### src/sv/ifp_pkg.sv
`default_nettype none

package ifp_pkg;

  // Field widths.
  localparam int unsigned ByteW   = 8;
  localparam int unsigned RawW    = 16;
  localparam int unsigned FsW     = 12;
  localparam int unsigned AxisW   = 27;
  localparam int unsigned KindW   = 2;
  localparam int unsigned PosW    = 4;
  localparam int unsigned CfgIdxW = 2;

  // The product of a signed raw value and a zero-extended full scale.
  localparam int unsigned ProdW = RawW + FsW + 1;

  // Frame layout: header, type, three little-endian values, two spare bytes, checksum.
  localparam int unsigned FrameLen  = 11;
  localparam int unsigned StoreLen  = FrameLen - 1;
  localparam logic [PosW-1:0] LastPos = PosW'(FrameLen - 1);

  localparam logic [ByteW-1:0] HeaderByte = 8'h55;
  localparam logic [ByteW-1:0] TypeAccel  = 8'h51;
  localparam logic [ByteW-1:0] TypeRate   = 8'h52;
  localparam logic [ByteW-1:0] TypeAngle  = 8'h53;

  // Full-scale reset values.
  localparam logic [FsW-1:0] AccelFsReset = 12'd16;
  localparam logic [FsW-1:0] RateFsReset  = 12'd2000;
  localparam logic [FsW-1:0] AngleFsReset = 12'd180;

  // Saturation limits of an axis result.
  localparam logic signed [AxisW-1:0] AxisMax = {1'b0, {(AxisW-1){1'b1}}};
  localparam logic signed [AxisW-1:0] AxisMin = {1'b1, {(AxisW-1){1'b0}}};

  // Result kinds.
  typedef enum logic [KindW-1:0] {
    KIND_ACCEL = 2'd0,
    KIND_RATE  = 2'd1,
    KIND_ANGLE = 2'd2
  } kind_e;

  // Register indexes of the configuration port.
  typedef enum logic [CfgIdxW-1:0] {
    CFG_ACCEL_FS = 2'd0,
    CFG_RATE_FS  = 2'd1,
    CFG_ANGLE_FS = 2'd2
  } cfg_idx_e;

endpackage

`default_nettype wire

### src/sv/ifp_axis_scale.sv
`default_nettype none

module ifp_axis_scale
  import ifp_pkg::*;
(
  input  wire logic signed [RawW-1:0]  raw_i,
  input  wire logic        [FsW-1:0]   fs_i,
  output logic signed      [AxisW-1:0] axis_o
);

  logic signed [ProdW-1:0] prod;
  logic [ProdW-AxisW:0]    top_bits;

  // Signed raw count times the unsigned full scale.
  assign prod     = ProdW'(raw_i) * ProdW'($signed({1'b0, fs_i}));
  assign top_bits = prod[ProdW-1:AxisW-1];

  // Clamp to the axis range when the upper bits are not a plain sign extension.
  always_comb begin
    if ((top_bits == '0) || (top_bits == '1)) begin
      axis_o = prod[AxisW-1:0];
    end else if (prod[ProdW-1]) begin
      axis_o = AxisMin;
    end else begin
      axis_o = AxisMax;
    end
  end

endmodule

`default_nettype wire

### src/sv/imu_serial_frame_parser_top.sv
`default_nettype none

// Channel   Direction  Handshake                Payload
// in        input      in_valid_i / in_stall_o  rx_byte_i
// out       output     out_valid_o / out_stall_i kind_o, axis_x_o, axis_y_o, axis_z_o
// cfg       input      cfg_we_i                 cfg_idx_i, cfg_wdata_i
//
// One byte is accepted per cycle when the result path is not backed up.
// After its checksum byte is accepted, a result is captured first in the decoded-frame stage
// and then, after the multiply and clamp, in the output register.
// Reset clears the byte position, the pipeline valids and restores the full-scale registers.
// A stalled output holds its item; the input stalls only when both result stages are full.

module imu_serial_frame_parser_top
  import ifp_pkg::*;
(
  input  wire logic                      clk_i,
  input  wire logic                      rst_ni,
  input  wire logic                      in_valid_i,
  output logic                           in_stall_o,
  input  wire logic [ByteW-1:0]          rx_byte_i,
  output logic                           out_valid_o,
  input  wire logic                      out_stall_i,
  output logic [KindW-1:0]               kind_o,
  output logic signed [AxisW-1:0]        axis_x_o,
  output logic signed [AxisW-1:0]        axis_y_o,
  output logic signed [AxisW-1:0]        axis_z_o,
  input  wire logic                      cfg_we_i,
  input  wire logic [CfgIdxW-1:0]        cfg_idx_i,
  input  wire logic [FsW-1:0]            cfg_wdata_i
);

  // Full-scale registers.
  logic [FsW-1:0] accel_fs_q, rate_fs_q, angle_fs_q;

  // Frame assembly state.
  logic [PosW-1:0]  pos_q, pos_d;
  logic [ByteW-1:0] sum_q, sum_d;
  logic [ByteW-1:0] frame_q [StoreLen];

  // Decoded frame stage.
  logic                   s1_valid_q, s1_valid_d;
  kind_e                  s1_kind_q;
  logic [FsW-1:0]         s1_fs_q;
  logic signed [RawW-1:0] s1_raw_q [3];

  // Output register.
  logic                    out_valid_q;
  kind_e                   out_kind_q;
  logic signed [AxisW-1:0] out_axis_q [3];
  logic signed [AxisW-1:0] axis_scaled [3];

  logic  out_ready, s1_ready, in_acc;
  logic  frame_end, sum_ok, type_ok, frame_hit;
  kind_e frame_kind;
  logic [FsW-1:0] frame_fs;

  // Handshake: each stage loads when it is empty or its content moves on.
  assign out_ready  = !out_valid_q || !out_stall_i;
  assign s1_ready   = !s1_valid_q || out_ready;
  assign in_stall_o = !s1_ready;
  assign in_acc     = in_valid_i && s1_ready;

  // Configuration writes.
  always_ff @(posedge clk_i or negedge rst_ni) begin
    if (!rst_ni) begin
      accel_fs_q <= AccelFsReset;
      rate_fs_q  <= RateFsReset;
      angle_fs_q <= AngleFsReset;
    end else if (cfg_we_i) begin
      unique case (cfg_idx_i)
        CFG_ACCEL_FS: accel_fs_q <= cfg_wdata_i;
        CFG_RATE_FS:  rate_fs_q  <= cfg_wdata_i;
        CFG_ANGLE_FS: angle_fs_q <= cfg_wdata_i;
        default: ;
      endcase
    end
  end

  // Frame type decode picks the kind and its full scale.
  always_comb begin
    type_ok    = 1'b1;
    frame_kind = KIND_ACCEL;
    frame_fs   = accel_fs_q;
    unique case (frame_q[1])
      TypeAccel: begin
        frame_kind = KIND_ACCEL;
        frame_fs   = accel_fs_q;
      end
      TypeRate: begin
        frame_kind = KIND_RATE;
        frame_fs   = rate_fs_q;
      end
      TypeAngle: begin
        frame_kind = KIND_ANGLE;
        frame_fs   = angle_fs_q;
      end
      default: type_ok = 1'b0;
    endcase
  end

  // The checksum byte closes a frame; a position past the last one also counts as an end.
  assign frame_end = (pos_q >= LastPos);
  assign sum_ok    = (sum_q == rx_byte_i);
  assign frame_hit = in_acc && frame_end && sum_ok && type_ok;

  // Byte position and running checksum.
  always_comb begin
    pos_d = pos_q;
    sum_d = sum_q;
    if (in_acc) begin
      if (pos_q == '0) begin
        if (rx_byte_i == HeaderByte) begin
          pos_d = PosW'(1);
          sum_d = rx_byte_i;
        end
      end else if (!frame_end) begin
        pos_d = pos_q + PosW'(1);
        sum_d = sum_q + rx_byte_i;
      end else begin
        pos_d = '0;
      end
    end
  end

  always_ff @(posedge clk_i or negedge rst_ni) begin
    if (!rst_ni) begin
      pos_q <= '0;
    end else begin
      pos_q <= pos_d;
    end
  end

  always_ff @(posedge clk_i) begin
    sum_q <= sum_d;
  end

  // Frame bytes are stored at the current position until the checksum arrives.
  always_ff @(posedge clk_i) begin
    if (in_acc && !frame_end && ((pos_q != '0) || (rx_byte_i == HeaderByte))) begin
      frame_q[pos_q] <= rx_byte_i;
    end
  end

  // Decoded frame stage.
  always_comb begin
    s1_valid_d = s1_valid_q;
    if (frame_hit) begin
      s1_valid_d = 1'b1;
    end else if (out_ready) begin
      s1_valid_d = 1'b0;
    end
  end

  always_ff @(posedge clk_i or negedge rst_ni) begin
    if (!rst_ni) begin
      s1_valid_q <= 1'b0;
    end else begin
      s1_valid_q <= s1_valid_d;
    end
  end

  always_ff @(posedge clk_i) begin
    if (frame_hit) begin
      s1_kind_q   <= frame_kind;
      s1_fs_q     <= frame_fs;
      s1_raw_q[0] <= {frame_q[3], frame_q[2]};
      s1_raw_q[1] <= {frame_q[5], frame_q[4]};
      s1_raw_q[2] <= {frame_q[7], frame_q[6]};
    end
  end

  // One multiply-and-clamp unit per axis.
  for (genvar g = 0; g < 3; g++) begin : g_axis
    ifp_axis_scale u_scale (
      .raw_i  (s1_raw_q[g]),
      .fs_i   (s1_fs_q),
      .axis_o (axis_scaled[g])
    );
  end

  // Output register.
  always_ff @(posedge clk_i or negedge rst_ni) begin
    if (!rst_ni) begin
      out_valid_q <= 1'b0;
    end else if (out_ready) begin
      out_valid_q <= s1_valid_q;
    end
  end

  always_ff @(posedge clk_i) begin
    if (out_ready && s1_valid_q) begin
      out_kind_q    <= s1_kind_q;
      out_axis_q[0] <= axis_scaled[0];
      out_axis_q[1] <= axis_scaled[1];
      out_axis_q[2] <= axis_scaled[2];
    end
  end

  assign out_valid_o = out_valid_q;
  assign kind_o      = out_kind_q;
  assign axis_x_o    = out_axis_q[0];
  assign axis_y_o    = out_axis_q[1];
  assign axis_z_o    = out_axis_q[2];

  // The position never runs past the checksum byte.
  a_pos_range: assert property (@(posedge clk_i) disable iff (!rst_ni)
    pos_q <= LastPos)
    else $error("byte position out of range");

  // A byte other than the header at the frame start leaves the position at zero.
  a_bad_header: assert property (@(posedge clk_i) disable iff (!rst_ni)
    (in_acc && (pos_q == '0) && (rx_byte_i != HeaderByte)) |=> (pos_q == '0))
    else $error("bad header byte started a frame");

  // A decoded frame appears only after a checksum byte was taken.
  a_s1_source: assert property (@(posedge clk_i) disable iff (!rst_ni)
    $rose(s1_valid_q) |-> $past(in_acc && frame_end))
    else $error("decoded frame without checksum byte");

  // With both result stages full and the output stalled, no byte may be taken.
  a_backpressure: assert property (@(posedge clk_i) disable iff (!rst_ni)
    (s1_valid_q && out_valid_q && out_stall_i) |-> in_stall_o)
    else $error("input not stalled with result path full");

endmodule

`default_nettype wire

### config.mk
export PLATFORM = sky130hd
export DESIGN_NAME = imu_serial_frame_parser_top
export DESIGN_NICKNAME = d
export VERILOG_FILES = /design/src/sv/ifp_pkg.sv /design/src/sv/ifp_axis_scale.sv /design/src/sv/imu_serial_frame_parser_top.sv
export SDC_FILE = /design/constraint.sdc
export NUM_CORES = 2
export LEC_CHECK = 0
export CORE_MARGIN = 4
export CORE_UTILIZATION = 35
export CTS_BUF_LIST = sky130_fd_sc_hd__clkbuf_4 sky130_fd_sc_hd__clkbuf_8 sky130_fd_sc_hd__clkbuf_16
export CTS_CLUSTER_DIAMETER = 100
export DETAILED_ROUTE_END_ITERATION = 12
export DONT_BUFFER_PORTS = 1
export REMOVE_ABC_BUFFERS = 1
export SLEW_MARGIN = 20
export SYNTH_ARGS = -nofsm -noshare
export SYNTH_HDL_FRONTEND = slang
export SYNTH_SLANG_ARGS = --single-unit
### constraint.sdc
create_clock -name clk_i -period 20 [get_ports clk_i]
set_input_delay 4 -clock clk_i [delete_from_list [all_inputs] [get_ports clk_i]]
set_output_delay 4 -clock clk_i [all_outputs]
set_load 0.05 [all_outputs]
# Yosys cells after proc, flatten, opt, wreduce, memory -nomap -nowiden
# Memories as Yosys holds them, arrays and structs flattened.
# Cells that the tools add are included.
[totals] mem_count=3 ff_bits=66 out_inout_bits=85 ram_bits=209 inputBits=27 elab_cells=85
[memory_table] memory="out_axis_q" depth=3 width=27 rd=3 rd_clocked_by_memory_dff=0 write_ports=3 line_no="imu_serial_frame_parser_top.sv:50" rtl="logic signed [AxisW-1:0] out_axis_q [3];"
[memory_table] memory="frame_q" depth=10 width=8 rd=7 rd_clocked_by_memory_dff=0 write_ports=1 line_no="imu_serial_frame_parser_top.sv:39" rtl="logic [ByteW-1:0] frame_q [StoreLen];"
[memory_table] memory="s1_raw_q" depth=3 width=16 rd=3 rd_clocked_by_memory_dff=0 write_ports=3 line_no="imu_serial_frame_parser_top.sv:45" rtl="logic signed [RawW-1:0] s1_raw_q [3];"
[classes] n_mux=23 n_reduce_logical=31 addsub=2 mul=3 magnitude_cmp=1 n_eq_ne=12
[ops] cell="2-to-1 mux 27 bit" count=6
[ops] cell="multiplier 16 x 13 -> 29 bit" count=3
[ops] cell="equality test 8 x 7 -> 1 bit, second input constant" count=4
[ops] cell="2-to-1 mux 8 bit" count=3
[ops] cell="one-hot mux 12 bit (2 select lines)" count=1
[ops] cell="2-to-1 mux 4 bit" count=3
[ops] cell="equality test 3 bit, second input constant" count=3
[ops] cell="logical NOT 3 bit" count=3
[ops] cell="2-to-1 mux 1 bit" count=9
[ops] cell="adder 8 bit" count=1
[ops] cell="equality test 8 bit" count=1
[ops] cell="AND reduction 2 bit" count=4
[ops] cell="logical AND 1 bit" count=7
[ops] cell="logical OR 1 bit" count=6
[ops] cell="logical NOT 1 bit" count=5
[ops] cell="adder 4 x 1 -> 4 bit, second input constant" count=1
[ops] cell="greater-or-equal comparator 4 bit, second input constant" count=1
[ops] cell="logical NOT 4 bit" count=1
[ops] cell="!= test 2 x 1 -> 1 bit, second input constant" count=2
[ops] cell="one-hot mux 2 bit (2 select lines)" count=1
[ops] cell="nonzero test 4 bit" count=1
[ops] cell="AND reduction 3 bit" count=1
[ops] cell="OR reduction 3 bit" count=1
[ops] cell="equality test 2 x 1 -> 1 bit, second input constant" count=1
[ops] cell="other kinds (3)" count=3

# Logic depth before layout (Yosys ltp)
[logic_depth] depth_word=9 mapped_depth=25 depth_no_buf=21

# Cells and area by module
# From an unflattened synthesis, not the netlist that was laid out.
[hier_totals] cells_unflattened=3198 area_unflattened_um2=32346.0
[modules_own_cells] mod="imu_serial_frame_parser_top" n_inst=1 area_per_inst_um2=8902.3 seq_area_each_um2=7340.8 cells_each=452
[modules_own_cells] mod="ifp_axis_scale at g_axis[2].u_scale" n_inst=1 area_per_inst_um2=7882.6 seq_area_each_um2=0.0 cells_each=924
[modules_own_cells] mod="ifp_axis_scale at g_axis[0].u_scale" n_inst=1 area_per_inst_um2=7806.2 seq_area_each_um2=0.0 cells_each=911
[modules_own_cells] mod="ifp_axis_scale at g_axis[1].u_scale" n_inst=1 area_per_inst_um2=7754.9 seq_area_each_um2=0.0 cells_each=911

# Least setup slack after synthesis
# Ideal clock, no wire load.
[synth_timing] kind="input-to-reg" start="input out_stall_i" end="register out_kind_q[0] (netlist: kind_o[0]) (enable)" path_buffers=0 path_slack_ns=9.320 arrival_time_ns=10.030 stages=1 required_time_ns=19.350 setup_time_ns=0.650 cell_sequence="a21boi_0"
[synth_between] elab_chain_len=3
[synth_lines] element="start, declared" line_no="imu_serial_frame_parser_top.sv:23" rtl="input wire logic out_stall_i,"
[synth_lines] element="logical NOT 1 bit" line_no="imu_serial_frame_parser_top.sv:59" rtl="assign out_ready = !out_valid_q || !out_stall_i;"
[synth_lines] element="logical OR 1 bit" line_no="imu_serial_frame_parser_top.sv:59"
[synth_lines] element="logical AND 1 bit" line_no="imu_serial_frame_parser_top.sv:192" rtl="if (out_ready && s1_valid_q) begin"
[synth_lines] element="end signal, assigned" line_no="imu_serial_frame_parser_top.sv:193" rtl="out_kind_q <= s1_kind_q;"
[synth_lines] element="end, declared" line_no="imu_serial_frame_parser_top.sv:49" rtl="kind_e out_kind_q;"
# No other way between the ends.
# A chain may end at the register's enable or synchronous reset.

# Worst setup path in the final report
[layout_timing] start="input out_stall_i" end="output in_stall_o"
[layout_between] elab_chain_len=4
[layout_lines] element="logical NOT 1 bit" line_no="imu_serial_frame_parser_top.sv:59"
[layout_lines] element="logical OR 1 bit" line_no="imu_serial_frame_parser_top.sv:59"
[layout_lines] element="logical OR 1 bit" line_no="imu_serial_frame_parser_top.sv:60" rtl="assign s1_ready = !s1_valid_q || out_ready;"
[layout_lines] element="logical NOT 1 bit" line_no="imu_serial_frame_parser_top.sv:61" rtl="assign in_stall_o = !s1_ready;"
[layout_lines] element="end, declared" line_no="imu_serial_frame_parser_top.sv:20" rtl="output logic in_stall_o,"
# No other way between the ends.

==> results_dict.tcl <==
set metrics [dict create \
    status "finished clean" \
    first_pass_iters 5 \
    total_power_w 0.001358 \
    p_seq_share_pct 46.9 \
    overflow 0 \
    yosys.area_share.simple_pct 12.40 \
    post-route-period-util_pct 43.24 \
    clkTransAtPathRegs_ns 0.05 \
    synthTopCellsByArea "fa_1 34%, edfxtp_1 20%, inv_1 9.4%, ha_1 8.4%, and2_1 6.0%" \
    holdWs_ns 0.4048 \
    dp_slack_ns 11.37 \
    syn_to_final_growth_pct 6.940 \
    synth_fa_ha_area_share_pct 42.53 \
    clockBufferDepth 3 \
    num-fill-cells 8830 \
    clkSinkCount 251 \
    coreArea_mm2 0.08878 \
    die_area_mm2 0.09464 \
    grt_pass1_wl_um 111500 \
    drc 0 \
    insertion_delay_ns 0.55 \
    cp_max_fo 3 \
    grt_setup_unrepaired "no" \
    comb_power_share_pct 9.0 \
    slowest_stage "inv_1" \
    skew_ns 0.02153 \
    synth_top_area_share_pct 34.08 \
    htreeDepth 2 \
    die_w_um 307.6 \
    cts_resized 0 \
    period_needed_ns 8.649 \
    antenna_found_initial 1 \
    vdd_ir_drop_max_uv 54.10 \
    synth_enable_flop_cells 209 \
    gp_congestion 0.7777 \
    cpPeakStageDelay_ns 0.54 \
    wl_per_cell_um 15.31 \
    cts_inserted_buffers 34 \
    p_clk_share_pct 44.1 \
    path_delay_family "buffers and inverters" \
    track_usage_pct 14.59 \
    ys_ff_latch 251 \
    layout.nets 3850 \
    drt-total-wl_um 65290 \
    root_buffer "clkbuf_16" \
    ios 112 \
    crit_arrival_ns 4.65 \
    powerDensity_mw_per_mm2 40.41 \
    cp-end-kind "output port" \
    routed-via-count 19930 \
    sw_frac_of_total_pct 23.94 \
    slew_viol_final 0 \
    synth_compound_area_share_pct 6.224 \
    die_h_um 307.6 \
    synth_top_area_cell "fa_1" \
    fin_setup_tns_ns 0 \
    relSlewSlack_pct 32.88 \
    critPathKind "input port to output port" \
    start_util_pct 35.39 \
    start_kind "input port" \
    ys_seq_area_share_pct 23.36 \
    fin_ws_ns 11.35 \
    synth_top_family_by_area "adder cells" \
    io_buffers 0 \
    yosysWarnings 0 \
    netlist_instances 3155 \
    dpl.hpwl_um 49100 \
    p_int_w 0.001033 \
    antenna_left 0 \
    synth_xor_area_share_pct 2.612 \
    grt_pass1_vias 21280 \
    grt_max_degree 55 \
    cts_tree "done" \
    maxCapViolations 0 \
    synth.distinct_cells 72 \
    routed_via_density 4.672 \
    synthArstFlopShare_pct 16.73 \
    cts_setup_buffers 0 \
    synth_area_per_cell_um2 9.960 \
    cp_data_required_time_ns 16.00 \
    syn_area_mm2 0.03142 \
    hold_viol_final 0 \
    cp.buffers_inverters 1 \
    critical_path.cell_chain "nand3_1 > inv_1" \
    drive_gt1_share_pct 4.677 \
    fp-row-count 109 \
    tightestPinTransition_ns 1.007 \
    drtIter0Drc 803 \
    fmax_ghz 0.1156 \
    p_leak_nw 16.01 \
    yosys-mux-area-fraction_pct 1.776 \
    synth_ff_type "edfxtp_1" \
    postCtsHoldBufs 0 \
    p_switching_w 0.0003251 \
    hp-class "flop to flop" \
    setup_viol 0 \
]
cell usage after synthesis, types with 4 or more instances:
master    count
nand2_1     336
and2_1      302
xnor2_1      51
or3_1         5
buf_2         6
dfrtp_1      31
nor2_1       35
o21a_1       11
o21ai_0     117
nor2b_1       9
o21ai_2       4
edfxtp_1    209
mux2_2       38
o21bai_1     12
and4_1        4
o21ai_1       4
fa_1        535
mux2i_1      13
xor2_1       39
nand3b_1      5
a21boi_0      5
dfstp_2      11
nand3_1      26
nand4_1       6
a21oi_1      84
and3_1        9
a31oi_1       7
o31ai_1       4
inv_1       787
clkbuf_1    117
o211ai_1     13
a21o_1       27
nor3_1        8
ha_1        212
nand2b_1     11
worst paths after layout:
kind | end | startpoint | depth (start not counted) | slack (ns)
worst max register to register | out_axis_q[0][51] | s1_fs_q[2] | 21 | 12.61
worst min-delay path | s1_raw_q[0][9] | frame_q[3][1] | 0 | 0.40
worst min register to register | s1_raw_q[0][9] | frame_q[3][1] | 0 | 0.40
worst max-delay path | in_stall_o | out_stall_i | 2 | 11.35
max in group asynchronous | angle_fs_q[2] | rst_ni | 0 | 16.66
min in group asynchronous | accel_fs_q[7] | rst_ni | 0 | 3.14
metal layers:
metal	GRT usage [%]	vias up	wire length, um
met2	25.19	298	31890
met5	0	-	0
met3	2.785	72	3151
met4	3.281	0	1222
met1	19.09	10130	29030
li1	-	9433	-
placed cells by master (no fill, tap or decap), types with 5 or more instances in the layout:
master / instances
a21o_1: 27
fa_1: 535
o21a_1: 11
a21oi_1: 84
buf_4: 18
inv_6: 6
clkinv_2: 8
dfstp_2: 11
and3_1: 8
edfxtp_1: 209
nand4_1: 6
nand3_1: 26
o211ai_1: 13
nor2_1: 35
o21bai_1: 12
a31oi_1: 7
nand3b_1: 5
inv_1: 787
nand2b_1: 11
or3_1: 5
dfrtp_1: 31
nor2b_1: 9
xnor2_1: 51
o21ai_0: 117
mux2_2: 38
nor3_1: 8
mux2i_1: 13
ha_1: 212
clkbuf_16: 36
and2_1: 302
nand2_1: 336
xor2_1: 39
cell families after synthesis:
logic type | count (synthesis)
and+or+nand+nor | 772
DFF | 251
buffers and inverters | 920
muxes | 51
AOI/OAI and AO/OA | 322
adders and majority gates | 747
xor gates and xnor gates | 92
sequential cells by signal, indices dropped and copies added, names as in the netlist:
register / flops
angle_fs_q: 12
pos_q: 4
rate_fs_q: 12
s1_kind_q: 2
kind_o: 2
out_axis_q: 81
frame_q: 56
s1_valid_q: 1
s1_raw_q: 48
sum_q: 8
s1_fs_q: 12
out_valid_o: 1
accel_fs_q: 12
power by group through the flow:
| stage | clock (W) | combinational, W | sequential [W] |
|---|---|---|---|
| finish | 0.000599 | 0.000123 | 0.000637 |
| global route | 0.000646 | 0.000142 | 0.000641 |
| CTS | 0.000627 | 0.000124 | 0.000637 |
| detailed placement | 0 | 0.000123 | 0.000647 |
| global placement | 0 | 0.000121 | 0.000646 |
| floorplan | 0 | 0.000102 | 0.000641 |
area by class of cell:
cell class	instances	area, um^2	share of cell area (%)
Multi-Input combinational cell	1984	20610	61.32
Clock inverter	18	141.4	0.4207
Tap cell	1165	1458	4.338
Inverter	787	2954	8.791
Timing Repair Buffer	18	135.1	0.4021
Sequential cell	251	7341	21.85
Clock buffer	42	964.7	2.871
Antenna cell	1	2.502	0.007447
per-stage QoR:
stage | cells | instance area [um^2] | utilization [%]
after global placement | 4205 | 32490 | 36.60
after global routing | 4265 | 33600 | 37.85
after detailed placement | 4205 | 32490 | 36.60
after floorplan | 3022 | 30890 | -
final | 4266 | 33600 | 37.85
after CTS | 4265 | 33600 | 37.85
Note: power is estimated with default switching activity, not from simulation.
